### config.mk
export PLATFORM = sky130hd
export DESIGN_NAME = cbp_ctrl
export DESIGN_NICKNAME = d
export VERILOG_FILES = /design/src/rtl/cbp_pkg.sv /design/src/rtl/cbp_ctrl.sv
export SDC_FILE = /design/constraint.sdc
export NUM_CORES = 1
export LEC_CHECK = 0
export ABC_CLOCK_PERIOD_IN_PS = 1300
export BUFFER_PORTS_ARGS = -buffer_cell sky130_fd_sc_hd__buf_2
export CAP_MARGIN = 20
export CELL_PAD_IN_SITES_DETAIL_PLACEMENT = 2
export CELL_PAD_IN_SITES_GLOBAL_PLACEMENT = 2
export CORE_ASPECT_RATIO = 0.6
export CORE_UTILIZATION = 17
export DETAILED_ROUTE_END_ITERATION = 8
export PLACE_DENSITY_LB_ADDON = 0.1
export SYNTH_ARGS = -nofsm -noshare
export SYNTH_HDL_FRONTEND = slang
export SYNTH_SLANG_ARGS = --single-unit
### constraint.sdc
create_clock -name clk -period 1.3 [get_ports clk]
set_input_delay 0.13 -clock clk [delete_from_list [all_inputs] [get_ports clk]]
set_output_delay 0.13 -clock clk [all_outputs]
set_load 0.05 [all_outputs]
### src/rtl/cbp_pkg.sv
package cbp_pkg;

  // Sizing defaults
  localparam int MAX_ADDR_BITS = 10;
  localparam int MAX_HIST_BITS = 4;

  // Configuration port
  localparam int CFG_IDX_W  = 1;
  localparam int CFG_DATA_W = 4;
  localparam int ADDR_BITS_W = 4;
  localparam int HIST_BITS_W = 3;

  localparam logic [CFG_IDX_W-1:0] REG_ADDR_BITS = 1'd0;
  localparam logic [CFG_IDX_W-1:0] REG_HIST_BITS = 1'd1;

  localparam logic [ADDR_BITS_W-1:0] ADDR_BITS_RST = 4'd10;
  localparam logic [HIST_BITS_W-1:0] HIST_BITS_RST = 3'd2;

  // Stream widths
  localparam int IN_DATA_W  = 40;
  localparam int OUT_DATA_W = 8;

  // Two-bit counter codes
  localparam logic [1:0] CNT_STRONG_NT = 2'd0;
  localparam logic [1:0] CNT_WEAK_NT   = 2'd1;
  localparam logic [1:0] CNT_WEAK_T    = 2'd2;
  localparam logic [1:0] CNT_STRONG_T  = 2'd3;

  // Hysteresis update: a weak counter jumps straight to the strong state
  function automatic logic [1:0] cnt_next(input logic [1:0] cnt, input logic taken);
    logic [1:0] res;
    if (taken) begin
      res = (cnt == CNT_STRONG_NT) ? CNT_WEAK_NT : CNT_STRONG_T;
    end else begin
      res = (cnt == CNT_STRONG_T) ? CNT_WEAK_T : CNT_STRONG_NT;
    end
    return res;
  endfunction

endpackage

### src/rtl/cbp_ctrl.sv
module cbp_ctrl #(
  parameter int MaxAddrBits = cbp_pkg::MAX_ADDR_BITS,
  parameter int MaxHistBits = cbp_pkg::MAX_HIST_BITS
) (
  input  logic                           clk,
  input  logic                           rst,
  input  logic                           cfg_we,
  input  logic [cbp_pkg::CFG_IDX_W-1:0]  cfg_index,
  input  logic [cbp_pkg::CFG_DATA_W-1:0] cfg_data,
  input  logic                           accept,
  input  logic [31:0]                    branch_address,
  input  logic                           taken,
  output logic [MaxAddrBits-1:0]         row,
  output logic [MaxHistBits-1:0]         col
);
  import cbp_pkg::*;

  logic [ADDR_BITS_W-1:0] addr_bits;
  logic [HIST_BITS_W-1:0] history_bits;
  logic [MaxHistBits-1:0] ghist;
  logic [MaxHistBits-1:0] ghist_next;
  logic                   hist_used;

  // Configuration registers
  always_ff @(posedge clk) begin
    if (rst) begin
      addr_bits    <= ADDR_BITS_RST;
      history_bits <= HIST_BITS_RST;
    end else if (cfg_we) begin
      case (cfg_index)
        REG_ADDR_BITS: addr_bits    <= cfg_data[ADDR_BITS_W-1:0];
        REG_HIST_BITS: history_bits <= cfg_data[HIST_BITS_W-1:0];
        default: ;
      endcase
    end
  end

  // Mask the address row; widths beyond the table saturate by construction
  always_comb begin
    for (int i = 0; i < MaxAddrBits; i++) begin
      row[i] = branch_address[i] & (i < int'(addr_bits));
    end
  end

  // Mask the history column and form the shifted history
  always_comb begin
    int k;
    k = (int'(history_bits) > MaxHistBits) ? MaxHistBits : int'(history_bits);
    hist_used = (k != 0);
    for (int i = 0; i < MaxHistBits; i++) begin
      col[i] = ghist[i] & (i < k);
      if (i + 1 < k) begin
        ghist_next[i] = ghist[(i + 1) % MaxHistBits];
      end else if (i + 1 == k) begin
        ghist_next[i] = taken;
      end else begin
        ghist_next[i] = 1'b0;
      end
    end
  end

  // Advance the global history on every accepted transaction when the history length is nonzero
  always_ff @(posedge clk) begin
    if (rst) begin
      ghist <= '1;
    end else if (accept && hist_used) begin
      ghist <= ghist_next;
    end
  end

endmodule

* Word-level counts from Yosys, hierarchy flattened
Cells that the tools add are included.
** Word-level totals
- Register bits after elaboration :: 11
- Bits in latches :: 0
- Bits in writable memories :: 0
- Bits in read-only memories :: 0
- Input bits :: 42
- Word-level logic and storage cells :: 51
- Memories :: 0
** Cells by class
- Add/subtract/negate cells :: 0
- $mul :: 0
- Div/mod/pow operators :: 0
- $lt $le $gt $ge :: 16
- Equality and inequality tests :: 4
- Shifts and indexed selects :: 0
- Muxes and demuxes :: 9
- Bitwise operators :: 15
- Reductions and logical operators :: 4
** Operator list (count)
- $reduce_bool A32 Y1 :: 1
- $lt A3 B4 Y1 const A :: 4
- $and A1 B1 Y1 :: 14
- $lt A1 B4 Y1 const A :: 2
- $lt A2 B4 Y1 const A :: 2
- $lt A4 B4 Y1 const A :: 2
- $mux W1 :: 8
- $eq A2 B3 Y1 const A :: 2
- $lt A1 B3 Y1 const A :: 2
- $lt A2 B3 Y1 const A :: 2
- $reduce_and A2 Y1 :: 2
- $eq A1 B3 Y1 const A :: 1
- $eq A3 B3 Y1 const A :: 1
- $gt A3 B3 Y1 const B :: 1
- $lt A3 B3 Y1 const A :: 1
- $mux W3 :: 1
- $logic_and A1 B1 Y1 :: 1
- $not A1 Y1 :: 1

* Longest topological paths before layout
Gate-level depths: netlist of the first run.
- Word-level depth :: 5
- Gate-level depth with buffers :: 4
- Mapped depth without buffers :: 3

* Worst setup path before layout of the first run
OpenSTA, ideal clock, no wires.
- Path type :: reg-to-output
- Start point :: register addr_bits[3]
- End point :: output port row[2]
- Arrival :: 1758 ps
- Data required time :: 1170 ps
- Setup slack :: -588 ps
- Stages on the path, launching flop included :: 4
- Buffers on the path :: 1
- Cells stage by stage :: dfxtp_1 clkbuf_1 nor2_1 a21boi_0
** On the way
- Cells in the longest elaborated chain, start to end :: 2
** Ends and longest elaborated chain
- start: declaration :: RTL line cbp_ctrl.sv:18 : logic [ADDR_BITS_W-1:0] addr_bits;
- start signal: assignment :: RTL line cbp_ctrl.sv:31 : REG_ADDR_BITS: addr_bits <= cfg_data[ADDR_BITS_W-1:0];
- $lt A2 B4 Y1 :: RTL line cbp_ctrl.sv:41 : row[i] = branch_address[i] & (i < int'(addr_bits));
- $and A1 B1 Y1 :: RTL line cbp_ctrl.sv:41
- end: declaration :: RTL line cbp_ctrl.sv:13 : output logic [MaxAddrBits-1:0] row,
Every way passes these cells.

* Worst setup path in the final report of the first run
- Start point :: register addr_bits[3]
- End point :: output port row[0]
** On the way
- Cells in the longest elaborated chain, start to end :: 2
** Ends and longest elaborated chain (RTL line)
- $lt A1 B4 Y1 :: cbp_ctrl.sv:41
- $and A1 B1 Y1 :: cbp_ctrl.sv:41
Every way passes these cells.

==> results of run 1 <==
==> power by group through the flow <==
stage	sequential [mW]	clock, mW	combinational (mW)
3_3_place_gp	0.403	0	0.307
6_report	0.392	0.354	0.342
2_1_floorplan	0.380	0	0.237
5_1_grt	0.397	0.394	0.366
3_5_place_dp	0.403	0	0.312
4_1_cts	0.395	0.371	0.326
==> area by class of cell <==
| type | count | area, um2 | share of cell area |
|---|---|---|---|
| timing repair buffer | 36 | 229 | 0.239 |
| sequential | 11 | 239 | 0.250 |
| multi-input combinational | 61 | 379 | 0.396 |
| clock inverter | 1 | 5.00 | 0.00523 |
| tap | 45 | 56.3 | 0.0588 |
| clock buffer | 3 | 41.3 | 0.0431 |
| inverter | 2 | 7.51 | 0.00784 |
==> Yosys cell counts, types with 2 or more instances <==
| library cell | instances | area, um2 |
|---|---|---|
| nand3_1 | 8 | 40.0 |
| nor2_1 | 3 | 11.3 |
| nor2b_1 | 4 | 25.0 |
| clkbuf_1 | 3 | 11.3 |
| nand2b_1 | 2 | 12.5 |
| o21a_1 | 3 | 22.5 |
| a31oi_1 | 2 | 12.5 |
| inv_1 | 2 | 7.51 |
| dfxtp_1 | 11 | 220 |
| nand2_1 | 16 | 60.1 |
| a21oi_1 | 7 | 35.0 |
==> layout by cell type, fill, tap and decap left out, drive strengths merged <==
cell | synthesis | layout
o221ai | 1 | 1
o41a | 1 | 1
o31ai | 1 | 1
a31oi | 2 | 2
a21o | 1 | 1
and4b | 1 | 1
or2 | 1 | 1
and2b | 1 | 1
o311a | 1 | 1
o21ai | 1 | 1
clkbuf | 3 | 5
nand2b | 2 | 2
nand2 | 16 | 16
and2 | 2 | 2
a21boi | 1 | 1
o31a | 2 | 2
clkinv | 0 | 1
buf | 1 | 34
inv | 2 | 2
o211ai | 1 | 1
o211a | 1 | 1
nand3 | 8 | 8
dfxtp | 11 | 11
a21oi | 7 | 7
o21a | 3 | 3
nor2 | 3 | 3
nor2b | 4 | 4
==> metal layers <==
metal	track usage	share of wire	vias up
met5	0	0	-
met4	0.0364	0.010	0
met3	0.0340	0.041	2
met2	0.154	0.37	19
met1	0.187	0.57	313
li1	-	-	350
==> per-stage QoR <==
stage	power (mW)	hold slack, ns	setup TNS [ns]	util	setup slack (ns)
finish	1.09	0.122	-0.0314	0.285	-0.0314
global route	1.16	0.139	-0.116	0.285	-0.0625
CTS	1.09	0.122	-0.0586	0.275	-0.0586
detailed placement	0.715	0.354	0	0.249	0.101
global placement	0.710	0.357	0	0.249	0.122
floorplan	0.617	0.199	0	-	0.0130
==> worst register-to-register path, cell delays in order, from the launching register on <==
cell      delay [ns]
dfxtp_2         0.37
a21oi_1         0.23
o221ai_1        0.20
a21o_1          0.19
==> how the worst max path moves through the flow <==
| stage | endpoint | slack, ns |
|---|---|---|
| CTS | row[0] | -0.06 |
| global placement | row[0] | 0.12 |
| detailed placement | row[0] | 0.10 |
| floorplan | row[2] | 0.01 |
| global route | row[0] | -0.06 |
| finish | row[0] | -0.03 |
==> cell families after synthesis <==
family,synth area share
AND/OR/NAND/NOR,0.305
buffers and inverters,0.0488
AO/OA/AOI/OAI,0.289
flip-flops,0.358
==> state kept, by name (all words and copies together), names as in the netlist <==
name and flops:
history_bits 3, ghist 4, addr_bits 4
==> what timing repair did <==
action | 4_1_cts | 5_1_grt
buffers inserted | 1 | 1
resized for setup | 16 | 14
cloned | 0 | 0
pin swaps | 1 | 1
endpoints found under the hold margin | 0 | 0
setup endpoints to repair | 14 | 9
==> implementation parameters, run 1 <==
Parameter                              Value

Run status
  Outcome    finished with violations
  Violated checks    negative setup slack

Layout
  Area of all placed cells without fillers    957 um2
  Non-filler cells in the finished layout    159
  Fraction of layout cells with a size suffix above 1    0.491
  Nets    157
  Number of diodes    0
  Layout overhead on the synthesized area    55.5%
  Filler instances    391

Detailed routing
  Initial drt markers    6
  Via count    684
  Routed wire per std cell    13.4 um
  WL final    2.13 mm
  Vias per std cell    4.30
  Length of the first detailed-routing pass in iterations    2
  DRC errors left    0
  Antenna-violating nets left    0

Power and ir drop
  Areal power density over the cells    1140 mW/mm2
  Share of total power in sequential cells    0.360
  Part of the total power dissipated in combinational logic    0.314
  Internal Power    696 uW
  Leakage    0.433 nW
  Relative contribution of the clock network to total power    0.326
  Largest voltage drop on the vdd net    331 uV
  Switching power of the nets    393 uW
  Switching Fraction    0.361

Synthesis
  Dominant register cell in the synthesized netlist    dfxtp_1
  Flops & latches, synth    11
  Distinct cell type count of the synthesized netlist    28
  Cell area after synthesis    616 um2
  Cell count after synthesis    78
  Post-synthesis sequential area ratio    0.358
  Mean post-synth cell area    7.89 um2
  Number of nets in the synthesized netlist    120
  Proportion of register bits with asynchronous set or reset after synthesis    0
  Number of enable flip-flop cells after synthesis    0
  Count of synthesis-stage warnings from yosys    0

Timing
  RSZ-0062 raised after global routing    true
  Highest clock rate    751 MHz
  Final number of max-transition violations    0
  Smallest setup slack after layout    -0.0314 ns
  Post-route minimum period    1.33 ns
  Hold violation count in the final report    0
  Share of the cycle needed by the critical path after routing    1.02
  Worst slew margin    0.779
  Final setup violation count    1
  Worst clock skew    0.00452 ns
  Actual transition at the worst max-transition pin    0.331 ns

Setup path
  R2r setup slk    0.20 ns
  Biggest fanout along the worst timing path    6
  Levels on crit path    2
  Crit path DAT    1.20 ns
  Worst reg2reg path endpoint    ghist[1]
  Top Family by Delay on Critical Path    compound AO/OA/AOI/OAI gates
  Cells along the critical path    o41a_1 -> buf_6
  Buffer and inverter count on the worst path    1
  Crit Path Category    flip-flop to output pin
  Cell at the slowest stage of the critical path    o41a_1
  Launch point of the worst reg-to-reg path    history_bits[0]
  Depth of the most critical reg-to-reg path    3
  Critical Path Start    addr_bits[3]
  Data required time of the critical path    1.17 ns
  Kind of start point of the critical path    flip-flop
  Critical path capture point type    output pin
  Critical Path Max Stage Delay    0.44 ns

CTS
  TritonCTS clock tree    built
  Cts hold-fix bufs    0
  Clock buffer count from CTS    3
  Master cell of the clock root buffer    clkbuf_8
  H-tree depth reported by CTS    1
  Clock sinks    11
  Worst skew pair latency    0.24 ns
  Maximum buffer depth of the clock tree    2
  Post-CTS clock slew at the launch and capture registers of the worst setup and hold paths    0.05 ns

Floorplanning
  Initial Utilization    0.183
  Top Ports    56
  DIE HEIGHT    48.6 um
  Number of core rows    16
  Floorplan die area    0.00387 mm2
  Die outline width    79.7 um
  Core footprint    0.00336 mm2

Min path
  Hold crit path type    input port to flip-flop
  Hold Crit Endpoint    addr_bits[3]
  Hold Path Origin    cfg_data[3]
  Hold Path Stages    3

Placement
  Count of buffers inserted at the top-level ports    33
  Global placement routability congestion    0.677
  Post-detailed-placement half-perimeter wirelength    1.72 mm
  Number of placed instances with taps included    153
  Area post-placement    836 um2

Global route
  Wire length of the first global-routing pass    3.51 mm
  Largest net degree at the start of global routing    11
  Number of antenna violations at the first check in global routing    0
  Number of global-route vias before repair    682
  Residual overflow from global routing    0
  Global-route total usage across every layer    0.120

Job
  Max-cap violation count    0
Power figures use the tool's default switching activity.
==> run 2: changes to the inputs <==
--- a/config.mk
+++ b/config.mk
@@ -11,9 +11,12 @@
 export CELL_PAD_IN_SITES_DETAIL_PLACEMENT = 2
 export CELL_PAD_IN_SITES_GLOBAL_PLACEMENT = 2
 export CORE_ASPECT_RATIO = 0.6
-export CORE_UTILIZATION = 17
+export CORE_UTILIZATION = 18
+export CTS_BUF_LIST = sky130_fd_sc_hd__clkbuf_2
 export DETAILED_ROUTE_END_ITERATION = 8
 export PLACE_DENSITY_LB_ADDON = 0.1
+export REMOVE_ABC_BUFFERS = 1
+export SKIP_CTS_REPAIR_TIMING = 1
 export SYNTH_ARGS = -nofsm -noshare
 export SYNTH_HDL_FRONTEND = slang
 export SYNTH_SLANG_ARGS = --single-unit
==> run 2 against run 1 <==
Compared with the run above:
- the run still ends with negative setup slack left
- setup slack lost 0.049 ns
- core utilization increased by 1.9 points
- critical path type unchanged
- highest routed layer unchanged
- sequential cell count unchanged
- sequential share of layout area down 0.094 points
- sequential power shrank 1%
- routed wire length is 1.5% lower
- hold slack got worse by 0.056 ns
- combinational power grew 7.0%
- clock power decreased by 41%
- via count increased by 2.8%
==> implementation parameters, run 2 (same netlist as run 1, synthesis figures left out) <==
Parameter                              Value

Layout
  Final core utilization    0.304
  Top library cells by usage in the layout, fill and taps aside    buf_2, nand2_1, buf_6
  Nets    158
  Number of diodes    0
  Biggest registers after layout    addr_bits (4), ghist (4), history_bits (3)
  Fraction of layout cells with a size suffix above 1    0.487
  Commonest non-fill, non-tap cell in the layout    buf_2
  Layout overhead on the synthesized area    61.0%
  Non-filler cells in the finished layout    160
  Filler instances    382

Job
  Max-cap violation count    0

Timing
  Share of the cycle needed by the critical path after routing    1.06
  Smallest setup slack after layout    -0.0801 ns
  RSZ-0062 raised after global routing    true
  Total negative setup slack    -0.163 ns
  Final number of max-transition violations    0
  Final setup violation count    4
  Highest clock rate    725 MHz
  Post-route minimum period    1.38 ns
  Actual transition at the worst max-transition pin    0.305 ns
  Worst hold slack across all endpoints    0.0652 ns
  Worst clock skew    0.0177 ns
  Worst slew margin    0.797
  Hold violation count in the final report    0

CTS
  Maximum buffer depth of the clock tree    2
  Clock sinks    11
  Clock buffer count from CTS    3
  Worst skew pair latency    0.29 ns
  Post-CTS clock slew at the launch and capture registers of the worst setup and hold paths    0.14 ns
  Master cell of the clock root buffer    clkbuf_2
  H-tree depth reported by CTS    1
  TritonCTS clock tree    built

Detailed routing
  Initial drt markers    13
  Routed wire per std cell    13.1 um
  WL final    2.10 mm
  Length of the first detailed-routing pass in iterations    4
  Antenna-violating nets left    0
  DRC errors left    0
  Via count    703
  Vias per std cell    4.39

Global route
  Residual overflow from global routing    0
  Number of antenna violations at the first check in global routing    0
  Number of global-route vias before repair    676
  Global-route total usage across every layer    0.111
  Wire length of the first global-routing pass    3.10 mm
  Largest net degree at the start of global routing    11

Power and ir drop
  Areal power density over the cells    971 mW/mm2
  Leakage    0.442 nW
  Largest voltage drop on the vdd net    331 uV
  Total power after layout    963 uW

Floorplanning
  Top Ports    56
  Core footprint    0.00326 mm2
  DIE HEIGHT    47.3 um
  Number of core rows    16
  Floorplan die area    0.00367 mm2
  Initial Utilization    0.189
  Die outline width    77.5 um

Placement
  Post-detailed-placement half-perimeter wirelength    1.59 mm
  Number of placed instances with taps included    152
  Global placement routability congestion    0.674
  Count of buffers inserted at the top-level ports    33

Setup path
  Data required time of the critical path    1.17 ns
  Critical Path Max Stage Delay    0.43 ns
  R2r setup slk    0.06 ns
  Crit path DAT    1.25 ns
  Crit Path Category    flip-flop to output pin
  Cells along the critical path    o41a_1 -> buf_6
  Biggest fanout along the worst timing path    6
  Cell at the slowest stage of the critical path    o41a_1
  Critical path capture point type    output pin
  Kind of start point of the critical path    flip-flop

Run status
  Outcome    finished with violations
  Violated checks    negative setup slack

Min path
  Hold crit path type    input port to flip-flop
-- run 2: cell types whose count changed in the layout (fill, tap and decap cells not counted), sizes merged --
cell  before  now
buf       34   35
-- run 2: worst max-delay path, delay by kind of cell (launching register included) --
family	cells	cell delay (ns)
compound gates	1	0.43
flops	1	0.39
buf+inv	1	0.16
-- run 2: final cells by class --
cell class / count / area [um2] / area share
timing repair buffer: 37 / 277 / 0.279
inverter: 2 / 7.51 / 0.00758
clock buffer: 3 / 15.0 / 0.0152
clock inverter: 1 / 5.00 / 0.00505
sequential: 11 / 246 / 0.249
tap: 45 / 56.3 / 0.0568
multi-input combinational: 61 / 384 / 0.388
-- run 2: routing by layer --
metal  GRT usage  part of all wire  up-vias  wire length [um]
met5           0                 0        -                 0
met4      0.0453             0.011        0                22
met3      0.0330             0.054        2               113
met2       0.172              0.43       20               898
met1       0.148              0.51      330              1060
li1            -                 -      351                 -
-- run 2: final timing paths --
check	startpoint	cells after the start	endpoint
max	addr_bits[3]	2	row[0]
min	cfg_data[0]	3	addr_bits[0]
max reg2reg	history_bits[2]	4	ghist[1]
min reg2reg	ghist[3]	2	ghist[3]
-- run 2: metrics by stage --
step | cell area [um2] | worst slack (ns)
finish | 991 | -0.0801
CTS | 835 | -0.235
detailed placement | 815 | 0.106
global placement | 815 | 0.114
floorplan | 593 | -0.473
global route | 991 | -0.151
-- run 2: report_power, final --
group	internal (mW)	switching [mW]
logic	0.146	0.220
registers	0.355	0.0328
clock network	0.0695	0.139
==> run 3: changes to the inputs <==
--- a/config.mk
+++ b/config.mk
@@ -15,8 +15,10 @@
 export CTS_BUF_LIST = sky130_fd_sc_hd__clkbuf_2
 export DETAILED_ROUTE_END_ITERATION = 8
 export PLACE_DENSITY_LB_ADDON = 0.1
+export RECOVER_POWER = 100
 export REMOVE_ABC_BUFFERS = 1
 export SKIP_CTS_REPAIR_TIMING = 1
 export SYNTH_ARGS = -nofsm -noshare
 export SYNTH_HDL_FRONTEND = slang
 export SYNTH_SLANG_ARGS = --single-unit
+export TNS_END_PERCENT = 50
==> run 3 against run 2 <==
Compared with the run above:
- the run still ends with negative setup slack left
- final area down 4.8%
- sequential share of layout area up 1.3 points
- count of clock-buffer cells in the layout unchanged
- final cell count down 1.3%
- largest cell class unchanged
- largest power group unchanged
==> implementation parameters, run 3 (same netlist as run 1, synthesis figures left out) <==
Parameter                              Value

Timing
  Total negative setup slack    -0.210 ns
  Worst clock skew    0.0234 ns
  Worst slew margin    0.799
  Worst hold slack across all endpoints    0.0674 ns
  RSZ-0062 raised after global routing    true
  Hold violation count in the final report    0
  Final setup violation count    4
  Post-route minimum period    1.38 ns
  Highest clock rate    723 MHz
  Smallest setup slack after layout    -0.0829 ns
  Share of the cycle needed by the critical path after routing    1.06
  Actual transition at the worst max-transition pin    0.301 ns
  Final number of max-transition violations    0

Detailed routing
  Length of the first detailed-routing pass in iterations    4
  Via count    692
  Routed wire per std cell    12.7 um
  Antenna-violating nets left    0
  WL final    2.01 mm
  Initial drt markers    12
  DRC errors left    0
  Vias per std cell    4.38

Power and ir drop
  Switching power of the nets    382 uW
  Areal power density over the cells    986 mW/mm2
  Part of the total power dissipated in combinational logic    0.360
  Internal Power    548 uW
  Switching Fraction    0.411
  Share of total power in sequential cells    0.420
  Leakage    0.422 nW
  Relative contribution of the clock network to total power    0.220
  Total power after layout    930 uW
  Largest voltage drop on the vdd net    328 uV

CTS
  Clock sinks    11
  Post-CTS clock slew at the launch and capture registers of the worst setup and hold paths    0.14 ns
  Master cell of the clock root buffer    clkbuf_2
  H-tree depth reported by CTS    1
  TritonCTS clock tree    built
  Maximum buffer depth of the clock tree    2
  Worst skew pair latency    0.28 ns
  Clock buffer count from CTS    3

Floorplanning
  Core footprint    0.00326 mm2
  DIE HEIGHT    47.3 um
  Number of core rows    16
  Initial Utilization    0.189
  Floorplan die area    0.00367 mm2
  Die outline width    77.5 um
  Top Ports    56

Min path
  Hold Path Stages    3
  Hold Path Origin    cfg_data[0]
  Hold Crit Endpoint    addr_bits[0]
  Hold crit path type    input port to flip-flop

Global route
  Global-route total usage across every layer    0.111
  Number of antenna violations at the first check in global routing    0
  Largest net degree at the start of global routing    11
  Number of global-route vias before repair    676
  Residual overflow from global routing    0
  Wire length of the first global-routing pass    3.10 mm

Layout
  Fraction of layout cells with a size suffix above 1    0.478
  Layout overhead on the synthesized area    53.3%
  Biggest registers after layout    addr_bits (4), ghist (4), history_bits (3)
  Area of all placed cells without fillers    943 um2
  Number of diodes    0
  Nets    156
  Filler instances    397
  Commonest non-fill, non-tap cell in the layout    buf_2
  Top library cells by usage in the layout, fill and taps aside    buf_2, nand2_1, nand3_1
  Non-filler cells in the finished layout    158

Placement
  Area post-placement    815 um2
  Count of buffers inserted at the top-level ports    33
  Post-detailed-placement half-perimeter wirelength    1.59 mm
  Number of placed instances with taps included    152
  Global placement routability congestion    0.674

Job
  Max-cap violation count    0

Setup path
  Critical Path Max Stage Delay    0.43 ns
  Worst reg2reg path endpoint    ghist[1]
  Critical Path Start    addr_bits[3]
  Crit path DAT    1.25 ns
  Cell at the slowest stage of the critical path    o41a_1
  Depth of the most critical reg-to-reg path    4
  Biggest fanout along the worst timing path    10
  Crit Path Category    flip-flop to output pin
  Critical path capture point type    output pin
  Cells along the critical path    o41a_1 -> buf_6
  Data required time of the critical path    1.17 ns
  Kind of start point of the critical path    flip-flop
  Launch point of the worst reg-to-reg path    history_bits[2]
  R2r setup slk    0.10 ns

Run status
  Violated checks    negative setup slack
  Outcome    finished with violations
[run 3: cell count changes in the layout (fill, tap and decap cells not counted)]
cell      before  now
buf_2         20   24
buf_4          2    1
buf_6         13    7
clkbuf_4       2    3
[run 3: worst max-delay path by stage]
stage               end  slack [ns]  cells past startpoint
2_1_floorplan    row[2]       -0.47                      2
3_3_place_gp   ghist[1]        0.11                      3
3_5_place_dp     row[2]        0.11                      3
4_1_cts          row[2]       -0.24                      3
5_1_grt          row[0]       -0.14                      2
6_report         row[0]       -0.08                      2
[run 3: critical path, delay by kind of cell (launching register included)]
kind / cells / cell delay (ns)
AO/OA/AOI/OAI: 1 / 0.43
flip-flops: 1 / 0.40
buffers and inverters: 1 / 0.16
[run 3: per-stage QoR]
| stage | setup WS, ns | utilization |
|---|---|---|
| after floorplan | -0.473 | - |
| after global placement | 0.114 | 0.250 |
| after detailed placement | 0.106 | 0.250 |
| after CTS | -0.235 | 0.256 |
| after global routing | -0.145 | 0.289 |
| final | -0.0829 | 0.289 |
[run 3: routing by layer]
metal / routed length, um / share of wire / GRT usage / vias to the layer above
met4: 22 / 0.011 / 0.0453 / 0
met1: 1020 / 0.51 / 0.148 / 326
met5: 0 / 0 / 0 / -
met2: 866 / 0.43 / 0.172 / 17
met3: 97 / 0.048 / 0.0330 / 2
li1: - / - / - / 347
[run 3: power by group through the flow]
stage,clock (mW),combinational [mW],sequential (mW)
after floorplan,0,0.213,0.392
after global placement,0,0.295,0.403
after detailed placement,0,0.300,0.403
after CTS,0.222,0.300,0.395
after global routing,0.236,0.361,0.395
final,0.205,0.335,0.390
[run 3: area by class of cell]
type                    count  area [um2]  area share
multi-input cells          61         384       0.407
flip-flops and latches     11         246       0.261
repair buffers             35         229       0.243
well taps                  45        56.3      0.0597
clock buffers               3        15.0      0.0159
inverters                   2        7.51     0.00796
clock inverters             1        5.00     0.00531
